===== src/rtl/hrf_pkg.sv =====
// ----------------------------------------------------------------------------
// HTTP request framer package
// Shared constants, types and the key text for the request framer.
// ----------------------------------------------------------------------------
package hrf_pkg;

   localparam int LENGTH_BITS_DEF = 32;
   localparam int BODY_LEN_W      = 32;
   localparam int KEY_LEN         = 16;
   localparam int KEY_IDX_W       = $clog2(KEY_LEN);
   localparam int KEY_CNT_W       = $clog2(KEY_LEN + 1);

   localparam logic [7:0] CHAR_CR    = 8'h0d;
   localparam logic [7:0] CHAR_LF    = 8'h0a;
   localparam logic [7:0] CHAR_SPACE = 8'h20;
   localparam logic [7:0] CHAR_ZERO  = 8'h30;
   localparam logic [7:0] CHAR_NINE  = 8'h39;

   typedef enum logic {
      PH_HEADER,
      PH_BODY
   } phase_type;

   typedef enum logic [1:0] {
      VP_KEY,
      VP_SKIP,
      VP_DIGITS,
      VP_DONE
   } value_phase_type;

   typedef enum logic [1:0] {
      ST_OK,
      ST_NO_DIGITS,
      ST_SATURATED
   } status_type;

   // Handshake from the framer to the length parser for one transfer.
   typedef struct packed {
      logic advance;
      logic finish;
   } hrf_ctl_type;

   // The key "Content-Length: ", one character per index.
   function automatic logic [7:0] key_char(input logic [KEY_IDX_W-1:0] idx);
      logic [7:0] c;
      case (idx)
         4'd0:    c = 8'h43; // C
         4'd1:    c = 8'h6f; // o
         4'd2:    c = 8'h6e; // n
         4'd3:    c = 8'h74; // t
         4'd4:    c = 8'h65; // e
         4'd5:    c = 8'h6e; // n
         4'd6:    c = 8'h74; // t
         4'd7:    c = 8'h2d; // -
         4'd8:    c = 8'h4c; // L
         4'd9:    c = 8'h65; // e
         4'd10:   c = 8'h6e; // n
         4'd11:   c = 8'h67; // g
         4'd12:   c = 8'h74; // t
         4'd13:   c = 8'h68; // h
         4'd14:   c = 8'h3a; // :
         4'd15:   c = 8'h20; // space
         default: c = 8'h00;
      endcase
      return c;
   endfunction

endpackage


===== src/rtl/hrf_channels_if.sv =====
// ----------------------------------------------------------------------------
// Request framer channels
// Valid/ready channels for the incoming byte stream and the tagged results.
// ----------------------------------------------------------------------------
interface hrf_req_if;
   logic       valid;
   logic       ready;
   logic [7:0] data_byte;

   modport source (output valid, output data_byte, input ready);
   modport sink   (input valid, input data_byte, output ready);
endinterface

interface hrf_rsp_if;
   logic        valid;
   logic        ready;
   logic [7:0]  out_byte;
   logic        in_body;
   logic        header_end;
   logic        message_end;
   logic [31:0] body_length;
   logic [1:0]  length_status;

   modport source (output valid, output out_byte, output in_body, output header_end,
                   output message_end, output body_length, output length_status,
                   input ready);
   modport sink   (input valid, input out_byte, input in_body, input header_end,
                   input message_end, input body_length, input length_status,
                   output ready);
endinterface


===== src/rtl/http_request_framer_top.sv =====
// ----------------------------------------------------------------------------
// HTTP request framer
// Tags a request byte stream as header or body, using CR LF CR LF and the
// Content-Length value to find where each request ends.
// ----------------------------------------------------------------------------
//  Channel   Direction  Payload
//  req_bus   in         data_byte
//  rsp_bus   out        out_byte, in_body, header_end, message_end,
//                       body_length, length_status
//
//  One result per accepted byte, registered and shown in the cycle after it is accepted.
//  A byte can be accepted in every cycle while results are taken; the rate is
//  set by the single result register, which refills in the cycle it is read.
//  Reset is synchronous and returns the framer to the header phase.
//  When the result is not taken, req_bus.ready drops until it is.
// ----------------------------------------------------------------------------
module http_request_framer_top #(
   parameter int LENGTH_BITS = hrf_pkg::LENGTH_BITS_DEF
) (
   input  logic      clock,
   input  logic      reset,
   hrf_req_if.sink   req_bus,
   hrf_rsp_if.source rsp_bus
);
   import hrf_pkg::*;

   phase_type              phase_ff, phase_in;
   logic [1:0]             term_ff, term_in;
   logic [LENGTH_BITS-1:0] remaining_ff, remaining_in;

   logic                   rsp_valid_ff, rsp_valid_in;
   logic [7:0]             out_byte_ff;
   logic                   in_body_ff, header_end_ff, message_end_ff;
   logic [BODY_LEN_W-1:0]  body_length_ff;
   status_type             status_out_ff;

   logic                   accept;
   logic                   in_header;
   logic                   done;
   logic                   msg_end;
   hrf_ctl_type            ctl;
   logic [LENGTH_BITS-1:0] length_value;
   status_type             length_status;
   logic [BODY_LEN_W-1:0]  length_low;

   assign req_bus.ready = !rsp_valid_ff || rsp_bus.ready;
   assign accept        = req_bus.valid && req_bus.ready;
   assign in_header     = (phase_ff == PH_HEADER);
   assign done          = in_header && (term_ff == 2'd3) && (req_bus.data_byte == CHAR_LF);

   assign ctl.advance = accept && in_header && !done;
   assign ctl.finish  = accept && done;

   hrf_length_parser #(
      .LENGTH_BITS (LENGTH_BITS)
   ) u_length_parser (
      .clock         (clock),
      .reset         (reset),
      .ctl           (ctl),
      .data_byte     (req_bus.data_byte),
      .length_value  (length_value),
      .length_status (length_status)
   );

   if (LENGTH_BITS >= BODY_LEN_W) begin : g_len_trunc
      assign length_low = length_value[BODY_LEN_W-1:0];
   end else begin : g_len_ext
      assign length_low = {{(BODY_LEN_W-LENGTH_BITS){1'b0}}, length_value};
   end

   always_comb begin
      phase_in     = phase_ff;
      term_in      = term_ff;
      remaining_in = remaining_ff;
      msg_end      = 1'b0;
      if (accept) begin
         if (!in_header) begin
            // The count is at least one throughout the body.
            remaining_in = remaining_ff - 1'b1;
            if (remaining_ff == LENGTH_BITS'(1)) begin
               msg_end  = 1'b1;
               phase_in = PH_HEADER;
            end
         end else if (done) begin
            term_in = 2'd0;
            if (length_value == '0) begin
               msg_end = 1'b1;
            end else begin
               remaining_in = length_value;
               phase_in     = PH_BODY;
            end
         end else if ((term_ff == 2'd0 || term_ff == 2'd2) &&
                      req_bus.data_byte == CHAR_CR) begin
            term_in = term_ff + 2'd1;
         end else if (term_ff == 2'd1 && req_bus.data_byte == CHAR_LF) begin
            term_in = 2'd2;
         end else begin
            term_in = (req_bus.data_byte == CHAR_CR) ? 2'd1 : 2'd0;
         end
      end
   end

   always_comb begin
      rsp_valid_in = rsp_valid_ff;
      if (accept) begin
         rsp_valid_in = 1'b1;
      end else if (rsp_bus.ready) begin
         rsp_valid_in = 1'b0;
      end
   end

   always_ff @(posedge clock) begin
      if (reset) begin
         phase_ff     <= PH_HEADER;
         term_ff      <= 2'd0;
         remaining_ff <= '0;
         rsp_valid_ff <= 1'b0;
      end else begin
         phase_ff     <= phase_in;
         term_ff      <= term_in;
         remaining_ff <= remaining_in;
         rsp_valid_ff <= rsp_valid_in;
      end
   end

   always_ff @(posedge clock) begin
      if (accept) begin
         out_byte_ff    <= req_bus.data_byte;
         in_body_ff     <= !in_header;
         header_end_ff  <= done;
         message_end_ff <= msg_end;
         body_length_ff <= done ? length_low : '0;
         status_out_ff  <= done ? length_status : ST_OK;
      end
   end

   assign rsp_bus.valid         = rsp_valid_ff;
   assign rsp_bus.out_byte      = out_byte_ff;
   assign rsp_bus.in_body       = in_body_ff;
   assign rsp_bus.header_end    = header_end_ff;
   assign rsp_bus.message_end   = message_end_ff;
   assign rsp_bus.body_length   = body_length_ff;
   assign rsp_bus.length_status = status_out_ff;

   a_body_count: assert property (@(posedge clock) disable iff (reset)
      phase_ff == PH_BODY |-> remaining_ff != '0)
      else $error("body phase with no bytes remaining");

   a_body_no_hdr: assert property (@(posedge clock) disable iff (reset)
      rsp_valid_ff && in_body_ff |-> !header_end_ff && status_out_ff == ST_OK)
      else $error("body byte carries header end tags");

   a_empty_body: assert property (@(posedge clock) disable iff (reset)
      rsp_valid_ff && header_end_ff && message_end_ff |-> body_length_ff == '0)
      else $error("request ended at header end with a nonzero length");

   a_body_start: assert property (@(posedge clock) disable iff (reset)
      accept && done && length_value != '0 |=> phase_ff == PH_BODY)
      else $error("nonzero length did not enter the body phase");

endmodule


===== src/rtl/hrf_length_parser.sv =====
// ----------------------------------------------------------------------------
// Content-Length parser
// Finds the first length key in a header and accumulates its decimal value.
// ----------------------------------------------------------------------------
module hrf_length_parser #(
   parameter int LENGTH_BITS = hrf_pkg::LENGTH_BITS_DEF
) (
   input  logic                     clock,
   input  logic                     reset,
   input  hrf_pkg::hrf_ctl_type     ctl,
   input  logic [7:0]               data_byte,
   output logic [LENGTH_BITS-1:0]   length_value,
   output hrf_pkg::status_type      length_status
);
   import hrf_pkg::*;

   logic [KEY_CNT_W-1:0]   key_match_ff, key_match_in;
   value_phase_type        value_phase_ff, value_phase_in;
   logic [LENGTH_BITS-1:0] accum_ff, accum_in;
   status_type             status_ff, status_in;

   logic                   is_digit;
   logic [LENGTH_BITS+3:0] scaled;
   logic                   overflow;

   assign is_digit = (data_byte >= CHAR_ZERO) && (data_byte <= CHAR_NINE);

   // Times ten as two shifts, plus the digit; any carry into the top four bits
   // means the value no longer fits.
   assign scaled = {1'b0, accum_ff, 3'b000} + {3'b000, accum_ff, 1'b0}
                   + {{LENGTH_BITS{1'b0}}, data_byte[3:0]};
   assign overflow = |scaled[LENGTH_BITS+3:LENGTH_BITS];

   always_comb begin
      key_match_in   = key_match_ff;
      value_phase_in = value_phase_ff;
      accum_in       = accum_ff;
      status_in      = status_ff;
      if (ctl.finish) begin
         key_match_in   = '0;
         value_phase_in = VP_KEY;
         accum_in       = '0;
         status_in      = ST_OK;
      end else if (ctl.advance) begin
         case (value_phase_ff)
            VP_KEY: begin
               if (data_byte == key_char(key_match_ff[KEY_IDX_W-1:0])) begin
                  key_match_in = key_match_ff + 1'b1;
               end else if (data_byte == key_char('0)) begin
                  key_match_in = KEY_CNT_W'(1);
               end else begin
                  key_match_in = '0;
               end
               if (key_match_in == KEY_CNT_W'(KEY_LEN)) begin
                  value_phase_in = VP_SKIP;
               end
            end
            VP_SKIP, VP_DIGITS: begin
               if (is_digit) begin
                  value_phase_in = VP_DIGITS;
                  if (overflow) begin
                     accum_in  = '1;
                     status_in = ST_SATURATED;
                  end else begin
                     accum_in = scaled[LENGTH_BITS-1:0];
                  end
               end else if (value_phase_ff == VP_SKIP && data_byte == CHAR_SPACE) begin
                  value_phase_in = VP_SKIP;
               end else begin
                  if (value_phase_ff == VP_SKIP) begin
                     status_in = ST_NO_DIGITS;
                  end
                  value_phase_in = VP_DONE;
               end
            end
            default: begin
               value_phase_in = value_phase_ff;
            end
         endcase
      end
   end

   always_ff @(posedge clock) begin
      if (reset) begin
         key_match_ff   <= '0;
         value_phase_ff <= VP_KEY;
         accum_ff       <= '0;
         status_ff      <= ST_OK;
      end else begin
         key_match_ff   <= key_match_in;
         value_phase_ff <= value_phase_in;
         accum_ff       <= accum_in;
         status_ff      <= status_in;
      end
   end

   // A header that ends while spaces are still skipped had no digits.
   assign length_value  = accum_ff;
   assign length_status = (value_phase_ff == VP_SKIP) ? ST_NO_DIGITS : status_ff;

   a_key_complete: assert property (@(posedge clock) disable iff (reset)
      value_phase_ff != VP_KEY |-> key_match_ff == KEY_CNT_W'(KEY_LEN))
      else $error("value tracking started without a full key match");

   a_key_bound: assert property (@(posedge clock) disable iff (reset)
      value_phase_ff == VP_KEY |-> key_match_ff < KEY_CNT_W'(KEY_LEN))
      else $error("key match count out of range");

   a_saturated_max: assert property (@(posedge clock) disable iff (reset)
      status_ff == ST_SATURATED |-> accum_ff == {LENGTH_BITS{1'b1}})
      else $error("saturated length is not the maximum value");

   a_skip_zero: assert property (@(posedge clock) disable iff (reset)
      value_phase_ff == VP_SKIP |-> accum_ff == '0)
      else $error("length accumulated before the first digit");

endmodule

===== src/flat_wrapper.sv =====
// flat-port wrapper written by rule: the top's interface ports become plain ports
module http_request_framer_top_flat import hrf_pkg::*;
#(
   parameter int LENGTH_BITS = hrf_pkg::LENGTH_BITS_DEF
)
  (clock, reset, req_bus_valid, req_bus_data_byte, req_bus_ready, rsp_bus_valid, rsp_bus_out_byte, rsp_bus_in_body, rsp_bus_header_end, rsp_bus_message_end, rsp_bus_body_length, rsp_bus_length_status, rsp_bus_ready);
  hrf_req_if req_bus_i ();
  hrf_rsp_if rsp_bus_i ();
  input  logic clock;
  input  logic reset;
  input wire logic [$bits(req_bus_i.valid)-1:0] req_bus_valid;
  input wire logic [$bits(req_bus_i.data_byte)-1:0] req_bus_data_byte;
  output wire logic [$bits(req_bus_i.ready)-1:0] req_bus_ready;
  output wire logic [$bits(rsp_bus_i.valid)-1:0] rsp_bus_valid;
  output wire logic [$bits(rsp_bus_i.out_byte)-1:0] rsp_bus_out_byte;
  output wire logic [$bits(rsp_bus_i.in_body)-1:0] rsp_bus_in_body;
  output wire logic [$bits(rsp_bus_i.header_end)-1:0] rsp_bus_header_end;
  output wire logic [$bits(rsp_bus_i.message_end)-1:0] rsp_bus_message_end;
  output wire logic [$bits(rsp_bus_i.body_length)-1:0] rsp_bus_body_length;
  output wire logic [$bits(rsp_bus_i.length_status)-1:0] rsp_bus_length_status;
  input wire logic [$bits(rsp_bus_i.ready)-1:0] rsp_bus_ready;
  assign req_bus_i.valid = req_bus_valid;
  assign req_bus_i.data_byte = req_bus_data_byte;
  assign req_bus_ready = req_bus_i.ready;
  assign rsp_bus_valid = rsp_bus_i.valid;
  assign rsp_bus_out_byte = rsp_bus_i.out_byte;
  assign rsp_bus_in_body = rsp_bus_i.in_body;
  assign rsp_bus_header_end = rsp_bus_i.header_end;
  assign rsp_bus_message_end = rsp_bus_i.message_end;
  assign rsp_bus_body_length = rsp_bus_i.body_length;
  assign rsp_bus_length_status = rsp_bus_i.length_status;
  assign rsp_bus_i.ready = rsp_bus_ready;
  http_request_framer_top #(.LENGTH_BITS(LENGTH_BITS)) u_core (.clock(clock), .reset(reset), .req_bus(req_bus_i), .rsp_bus(rsp_bus_i));
endmodule

===== config.mk =====
export PLATFORM = sky130hd
export DESIGN_NAME = http_request_framer_top_flat
export DESIGN_NICKNAME = d
export VERILOG_FILES = /design/src/rtl/hrf_pkg.sv /design/src/rtl/hrf_channels_if.sv /design/src/rtl/http_request_framer_top.sv /design/src/rtl/hrf_length_parser.sv /design/src/flat_wrapper.sv
export SDC_FILE = /design/constraint.sdc
export NUM_CORES = 1
export LEC_CHECK = 0
export ABC_AREA = 1
export BUFFER_PORTS_ARGS = -buffer_cell sky130_fd_sc_hd__buf_2
export CORE_AREA = 5 5 140 142
export DETAILED_ROUTE_END_ITERATION = 16
export DIE_AREA = 0 0 145 147
export PLACE_DENSITY = 0.67
export SYNTH_ARGS = -nofsm -noshare
export SYNTH_HDL_FRONTEND = slang
export SYNTH_SLANG_ARGS = --single-unit

===== constraint.sdc =====
create_clock -name clock -period 6.4 [get_ports clock]
set_clock_uncertainty 0.2 [all_clocks]
set_input_delay 0.32 -clock clock [delete_from_list [all_inputs] [get_ports clock]]
set_output_delay 0.32 -clock clock [all_outputs]
set_load 0.02 [all_outputs]

==> results.sh, run 1 <==
export IMPL_status="complete, no violations"
export IMPL_crit_type="reg2reg"
export IMPL_fin_crit_ns=3.604
export IMPL_critPathRequiredTime_ns=6.52
export IMPL_hold_path_depth=1
export IMPL_place_area_sq_mm=0.009344
export IMPL_grt_max_degree=49
export IMPL_timing_hold_violations_final=0
export IMPL_syn_num_nets=1319
export IMPL_fin_cells=1532
export IMPL_antenna_found_initial=0
export IMPL_via_per_inst=5.206
export IMPL_post_place_cells=1494
export IMPL_cp_buffers_inverters=4
export IMPL_r2r_start="u_core.u_length_parser.length_value[0]"
export IMPL_synth_common_cells="270 x nand2_1, 178 x inv_1, 143 x nor2_1"
export IMPL_worstPathCellList="fa_1, inv_1, fa_1, inv_1, nand3_1, nand2_2, nand2_1, nand2_2, nand2_2, nand2_4, nand2_2, nand3_1, nand2_1, nor2_4, nand3_2, inv_1, nand2_1, nand2_1, inv_1"
export IMPL_grt_pass1_vias=7652
export IMPL_timing_rr_end="u_core.u_length_parser.length_value[3]"
export IMPL_syn_area_sq_mm=0.008897
export IMPL_postCtsSetupRepairBufs=0
export IMPL_ys_warn_count=0
export IMPL_syn_inst=1228
export IMPL_synth_edf_count=45
export IMPL_slew_violations=0
export IMPL_max_freq_mhz=277.5
export IMPL_critical_path_max_stage_delay_ns=0.55
export IMPL_io_pins=59
export IMPL_clock_sinks=129
export IMPL_drtPass1Iterations=5
export IMPL_grt_use_total_pct=21.68
export IMPL_yosysSeqAreaShare_pct=34.09
export IMPL_ys_ff_latch=129
export IMPL_post_route_period_util_pct=56.31
export IMPL_relSlewSlack_pct=26.94
export IMPL_drc=0
export IMPL_startpoint="u_core.u_length_parser.length_value[0]"
export IMPL_wl_per_cell_microns=14.96
export IMPL_synthToLayoutAreaGrowth_pct=12.75
export IMPL_path_delay_family="simple AND/OR/NAND/NOR gates"
export IMPL_wl_microns=22920
export IMPL_die_x_microns=145
export IMPL_p_per_area_mw_per_mm2=208.9
export IMPL_ff2ff_path_depth=19
export IMPL_final_fill_count=1779
export IMPL_critical_path_max_fanout=29
export IMPL_tns_ns=0
export IMPL_vias=7976
export IMPL_antenna_left=0
export IMPL_regArea_sq_mm=0.003033
export IMPL_rows=50
export IMPL_synthDistinctLibCells=48
export IMPL_p_leak_uw=0.005149
export IMPL_yosysTopAreaCellShare_pct=18.90
export IMPL_syn_area_per_cell_sq_um=7.245
export IMPL_place_hpwl_microns=17030
export IMPL_drt_initial_drc_count=520
export IMPL_critPathCaptureType="register"
export IMPL_antenna_diode_count=0
export IMPL_tightest_slew_ns=1.094
export IMPL_overflow=0
export IMPL_cp_slowest_cell="nand3_2"
export IMPL_gp_congestion=0.9019
export IMPL_numCtsBuffers=17
export IMPL_start_util_pct=48.54
export IMPL_yosysMostFrequentCell="nand2_1"
export IMPL_die_y_microns=147
export IMPL_min_to="u_core.rsp_bus.out_byte[2]"
export IMPL_coreArea_sq_mm=0.01833
export IMPL_irDropWorstVdd_mv=0.1813
export IMPL_async_flop_share_pct=0
export IMPL_hp_class="in2reg"
export IMPL_clkLatencyLatePin_ns=0.43
export IMPL_cts_clk_slew_worst_paths_ns=0.06
export IMPL_synth_top_area_cell="dfxtp_1"
export IMPL_total_power_uw=2095
export IMPL_cts_root_buf="clkbuf_16"
export IMPL_maxCapViolCount=0
export IMPL_worstPathArrival_ns=3.73
export IMPL_grt_setup_unrepaired="false"
export IMPL_setup_violations=0
export IMPL_layout_drive_gt1_share_pct=12.25
export IMPL_ys_top_cells_by_area="dfxtp_1 19%, edfxtp_1 15%, nand2_1 11%"
export IMPL_multi_input_area_sq_mm=0.005000
export IMPL_synth_main_ff_cell="dfxtp_1"
export IMPL_die_area_sq_mm=0.02132
export IMPL_worst_setup_path_start_kind="register"
export IMPL_hp_start="req_bus_data_byte[2]"
export IMPL_cts_tree="done"
export IMPL_nets=1376
export IMPL_design_area_sq_mm=0.01003
export IMPL_clockBufferDepth=2
export IMPL_h_tree_depth=4
export IMPL_rrSetupSlack_ns=2.80
export IMPL_portBuffers=58
export IMPL_grt_pass1_wl_microns=38320
-- kinds of logic (layout without fill, tap and decap cells) --
group                      after synthesis  after routing  share of synthesized area [%]
buffers and inverters                  218            288                          9.717
AOI/OAI and AO/OA                      214            214                          13.57
and+or+nand+nor                        543            543                          26.92
adders and majority gates               79             79                          11.28
DFF                                    129            129                          34.09
xor gates and xnor gates                45             45                          4.430
-- cells in the final DEF (no fill, tap or decap), types with 8 or more instances in the layout --
cell and instances:
xnor2_1 17, nand2_2 19, o21ai_0 62, buf_2 58
edfxtp_1 45, inv_2 12, ha_1 77, nand2_1 270
nor2_1 143, a31oi_1 9, nand3_1 45, nor2_2 8
dfxtp_1 84, xor2_1 28, clkbuf_16 17, a21oi_1 102
o211ai_1 17, inv_1 177, nand4_1 15, nor3_1 10
-- registers in the layout, summed over array words and instances, names as in the netlist, 2 cells and up, named ones only --
signal                                 flops
u_core.remaining_ff                       32
u_core.rsp_bus.body_length                32
u_core.rsp_bus.length_status               2
u_core.rsp_bus.out_byte                    8
u_core.term_ff                             2
u_core.u_length_parser.key_match_ff        5
u_core.u_length_parser.length_value       32
u_core.u_length_parser.status_ff           2
u_core.u_length_parser.value_phase_ff      2
-- worst reg2reg max path, cell delays in order (launching register included) --
cell	delay [ns]
dfxtp_1	0.35
fa_1	0.54
inv_1	0.06
fa_1	0.45
inv_1	0.09
nand3_1	0.08
nand2_2	0.09
nand2_1	0.06
nand2_2	0.09
nand2_2	0.07
nand2_4	0.08
nand2_2	0.05
nand3_1	0.06
nand2_1	0.08
nor2_4	0.09
nand3_2	0.55
inv_1	0.33
nand2_1	0.08
nand2_1	0.06
inv_1	0.03
-- per-layer routing --
layer  share of wire, %  track usage [%]  vias to the layer above
met3                5.4            3.486                       30
met1                 45            28.79                     3652
met2                 47            36.58                      185
li1                   -                -                     4109
met5                  0                0                        -
met4                2.0            6.215                        0
-- what timing repair did --
| action | in CTS | in global routing |
|---|---|---|
| hold buffers | 6 | 0 |
| hold endpoints to repair | 6 | 0 |
| gates resized for setup | 0 | 0 |
-- power breakdown --
| part | internal (uW) | total [uW] | switching, uW | leakage, uW |
|---|---|---|---|---|
| logic | 51.7 | 163 | 111 | 0.00371 |
| registers | 878 | 890 | 12.1 | 0.00113 |
| clock network | 660 | 1040 | 382 | 0.000303 |
-- worst max path at each step --
stage / cells past startpoint / to / slack (ns)
finish: 19 / u_core.u_length_parser.length_value[3] / 2.80
global route: 17 / u_core.u_length_parser.length_value[7] / 2.44
CTS: 19 / u_core.u_length_parser.length_value[3] / 2.81
detailed placement: 20 / u_core.u_length_parser.length_value[3] / 2.65
global placement: 20 / u_core.u_length_parser.length_value[3] / 2.68
floorplan: 11 / register / 3.39
-- stage by stage --
stage          hold WS, ns  utilization [%]  setup WS, ns
6_report          0.007722            54.73         2.796
5_1_grt           0.005966            54.73         2.438
4_1_cts           0.005284            54.73         2.814
3_5_place_dp        0.2578            50.98         2.645
3_3_place_gp        0.2558            50.98         2.676
2_1_floorplan       0.1891                -         3.393
-- layout make-up --
class | instances | share of cell area (%)
clock buffers | 18 | 4.378
clock inverters | 14 | 1.883
inverters | 190 | 7.109
multi-input cells | 881 | 49.84
flip-flops and latches | 129 | 30.23
well taps | 234 | 2.918
repair buffers | 66 | 3.642
(Power assumes the default switching activity.)
==> run 2: changes to the inputs <==
Settings changed: PLACE_DENSITY 0.67 to 0.7.
Clock period 6.4 ns to 3.2 ns, I/O delays scaled along.
==> run 2 against run 1 <==
  * Non-clock buffer count grew 27
  * Cell count grew 1.8%
  * Clock power is 89% higher
==> results.sh, run 2 (synthesis results as in run 1) <==
export IMPL_cp_buffers_inverters=4
export IMPL_grt_pass1_vias=7865
export IMPL_post_route_util_pct=56.47
export IMPL_start_util_pct=48.54
export IMPL_die_x_microns=145
export IMPL_overflow=0
export IMPL_tightest_slew_ns=0.6184
export IMPL_slew_violations=0
export IMPL_final_setup_worst_slack_ns=0.1052
export IMPL_antenna_diode_count=0
export IMPL_place_area_sq_mm=0.009462
export IMPL_critical_path_max_fanout=8
export IMPL_critical_path_max_stage_delay_ns=0.57
export IMPL_critPathRequiredTime_ns=3.32
export IMPL_tns_ns=0
export IMPL_die_area_sq_mm=0.02132
export IMPL_status="complete, no violations"
export IMPL_numCtsBuffers=17
export IMPL_crit_type="reg2reg"
export IMPL_worstPathArrival_ns=3.21
export IMPL_max_freq_mhz=323.1
export IMPL_irDropWorstVdd_mv=0.3500
export IMPL_p_leak_uw=0.005288
export IMPL_antenna_found_initial=0
export IMPL_fin_crit_ns=3.095
export IMPL_hold_path_depth=3
export IMPL_vias=8236
export IMPL_layout_common_cells="269 x nand2_1, 175 x inv_1, 143 x nor2_1, 102 x a21oi_1, 78 x dfxtp_1"
export IMPL_drt_initial_drc_count=613
export IMPL_hp_class="in2reg"
export IMPL_drc=0
export IMPL_wl_microns=24080
export IMPL_grt_pass1_wl_microns=38700
export IMPL_ff2ff_path_depth=18
export IMPL_antenna_left=0
export IMPL_critPathCaptureType="register"
export IMPL_pre_cts_slack_ns=0.07711
export IMPL_cts_root_buf="clkbuf_16"
export IMPL_grt_max_degree=45
export IMPL_clkLatencyLatePin_ns=0.43
export IMPL_clockBufferDepth=2
export IMPL_wl_per_cell_microns=15.45
export IMPL_path_delay_family="adder cells"
export IMPL_gp_congestion=0.9390
export IMPL_rows=50
export IMPL_clock_sinks=129
export IMPL_setup_violations=0
export IMPL_crit_cells=18
export IMPL_synthToLayoutAreaGrowth_pct=16.34
export IMPL_nets=1403
export IMPL_crit_top_cell="nand2_2"
export IMPL_drtPass1Iterations=5
export IMPL_p_per_area_mw_per_mm2=396.0
export IMPL_h_tree_depth=4
export IMPL_timing_hold_violations_final=0
export IMPL_coreArea_sq_mm=0.01833
export IMPL_worstPathCellList="fa_1, inv_2, fa_2, inv_2, nand3_2, nand2_2, nand2_1, nand2_2, nand2_2, nand2_4, nand2_2, nand3_2, nand2_2, nor2_4, nand3_4, clkbuf_16, o21ai_2, inv_1"
export IMPL_via_per_inst=5.283
export IMPL_grt_use_total_pct=21.96
export IMPL_worst_setup_path_start_kind="register"
export IMPL_total_power_uw=4099
export IMPL_die_y_microns=147
export IMPL_portBuffers=58
export IMPL_cp_slowest_cell="fa_1"
export IMPL_maxCapViolCount=0
export IMPL_layout_drive_gt1_share_pct=15.02
export IMPL_design_area_sq_mm=0.01035
export IMPL_cts_clk_slew_worst_paths_ns=0.06
export IMPL_final_fill_count=1727
export IMPL_relSlewSlack_pct=58.73
export IMPL_place_hpwl_microns=17880
export IMPL_final_common_cell="nand2_1"
export IMPL_io_pins=59
export IMPL_cts_tree="done"
export IMPL_post_route_period_util_pct=96.71
## run 2: metrics by stage
| step | hold WS, ns | instances |
|---|---|---|
| floorplan | 0.02907 | 1228 |
| global placement | 0.2243 | 1508 |
| detailed placement | 0.2211 | 1508 |
| CTS | 0.01058 | 1550 |
| global route | 0.04158 | 1559 |
| finish | 0.02090 | 1559 |
## run 2: worst reg2reg max path, cell delays in order (launching register included)
cell	delay, ns
dfxtp_2	0.33
fa_1	0.57
inv_2	0.05
fa_2	0.40
inv_2	0.08
nand3_2	0.07
nand2_2	0.08
nand2_1	0.06
nand2_2	0.09
nand2_2	0.08
nand2_4	0.08
nand2_2	0.06
nand3_2	0.06
nand2_2	0.06
nor2_4	0.14
nand3_4	0.19
clkbuf_16	0.25
o21ai_2	0.12
inv_1	0.04
## run 2: final timing paths
path	start	end	slack, ns
max reg2reg	u_core.u_length_parser.length_value[0]	u_core.u_length_parser.length_value[24]	0.11
max	u_core.u_length_parser.length_value[0]	u_core.u_length_parser.length_value[24]	0.11
min	reset	u_core.term_ff[0]	0.02
min reg2reg	u_core.u_length_parser.status_ff[0]	u_core.u_length_parser.status_ff[0]	0.27
## run 2: layer usage
metal	share of wire, %	global-route usage, %
met2	48	36.51
met5	0	0
met1	45	28.31
met3	4.9	4.010
met4	2.3	8.757
## run 2: timing repair
item,in CTS,in global routing
gates resized for setup,0,39
hold endpoints to repair,11,0
setup buffers,0,6
hold buffers,10,0
endpoints found under the setup margin,0,32
## run 2: cell type report
| cell class | count | area (sq um) | share of cell area (%) |
|---|---|---|---|
| Sequential cell | 129 | 3040 | 29.37 |
| Clock buffer | 18 | 429.2 | 4.146 |
| Tap cell | 234 | 292.8 | 2.828 |
| Multi-Input combinational cell | 881 | 5077 | 49.05 |
| Clock inverter | 14 | 166.4 | 1.608 |
| Timing Repair Buffer | 93 | 631.9 | 6.104 |
| Inverter | 190 | 713.2 | 6.890 |
## run 2: power by group
part	total, uW	switching [uW]	internal, uW
combinational	344	230	115
clock	1970	754	1220
sequential	1780	24.9	1760
total	4100	1010	3090
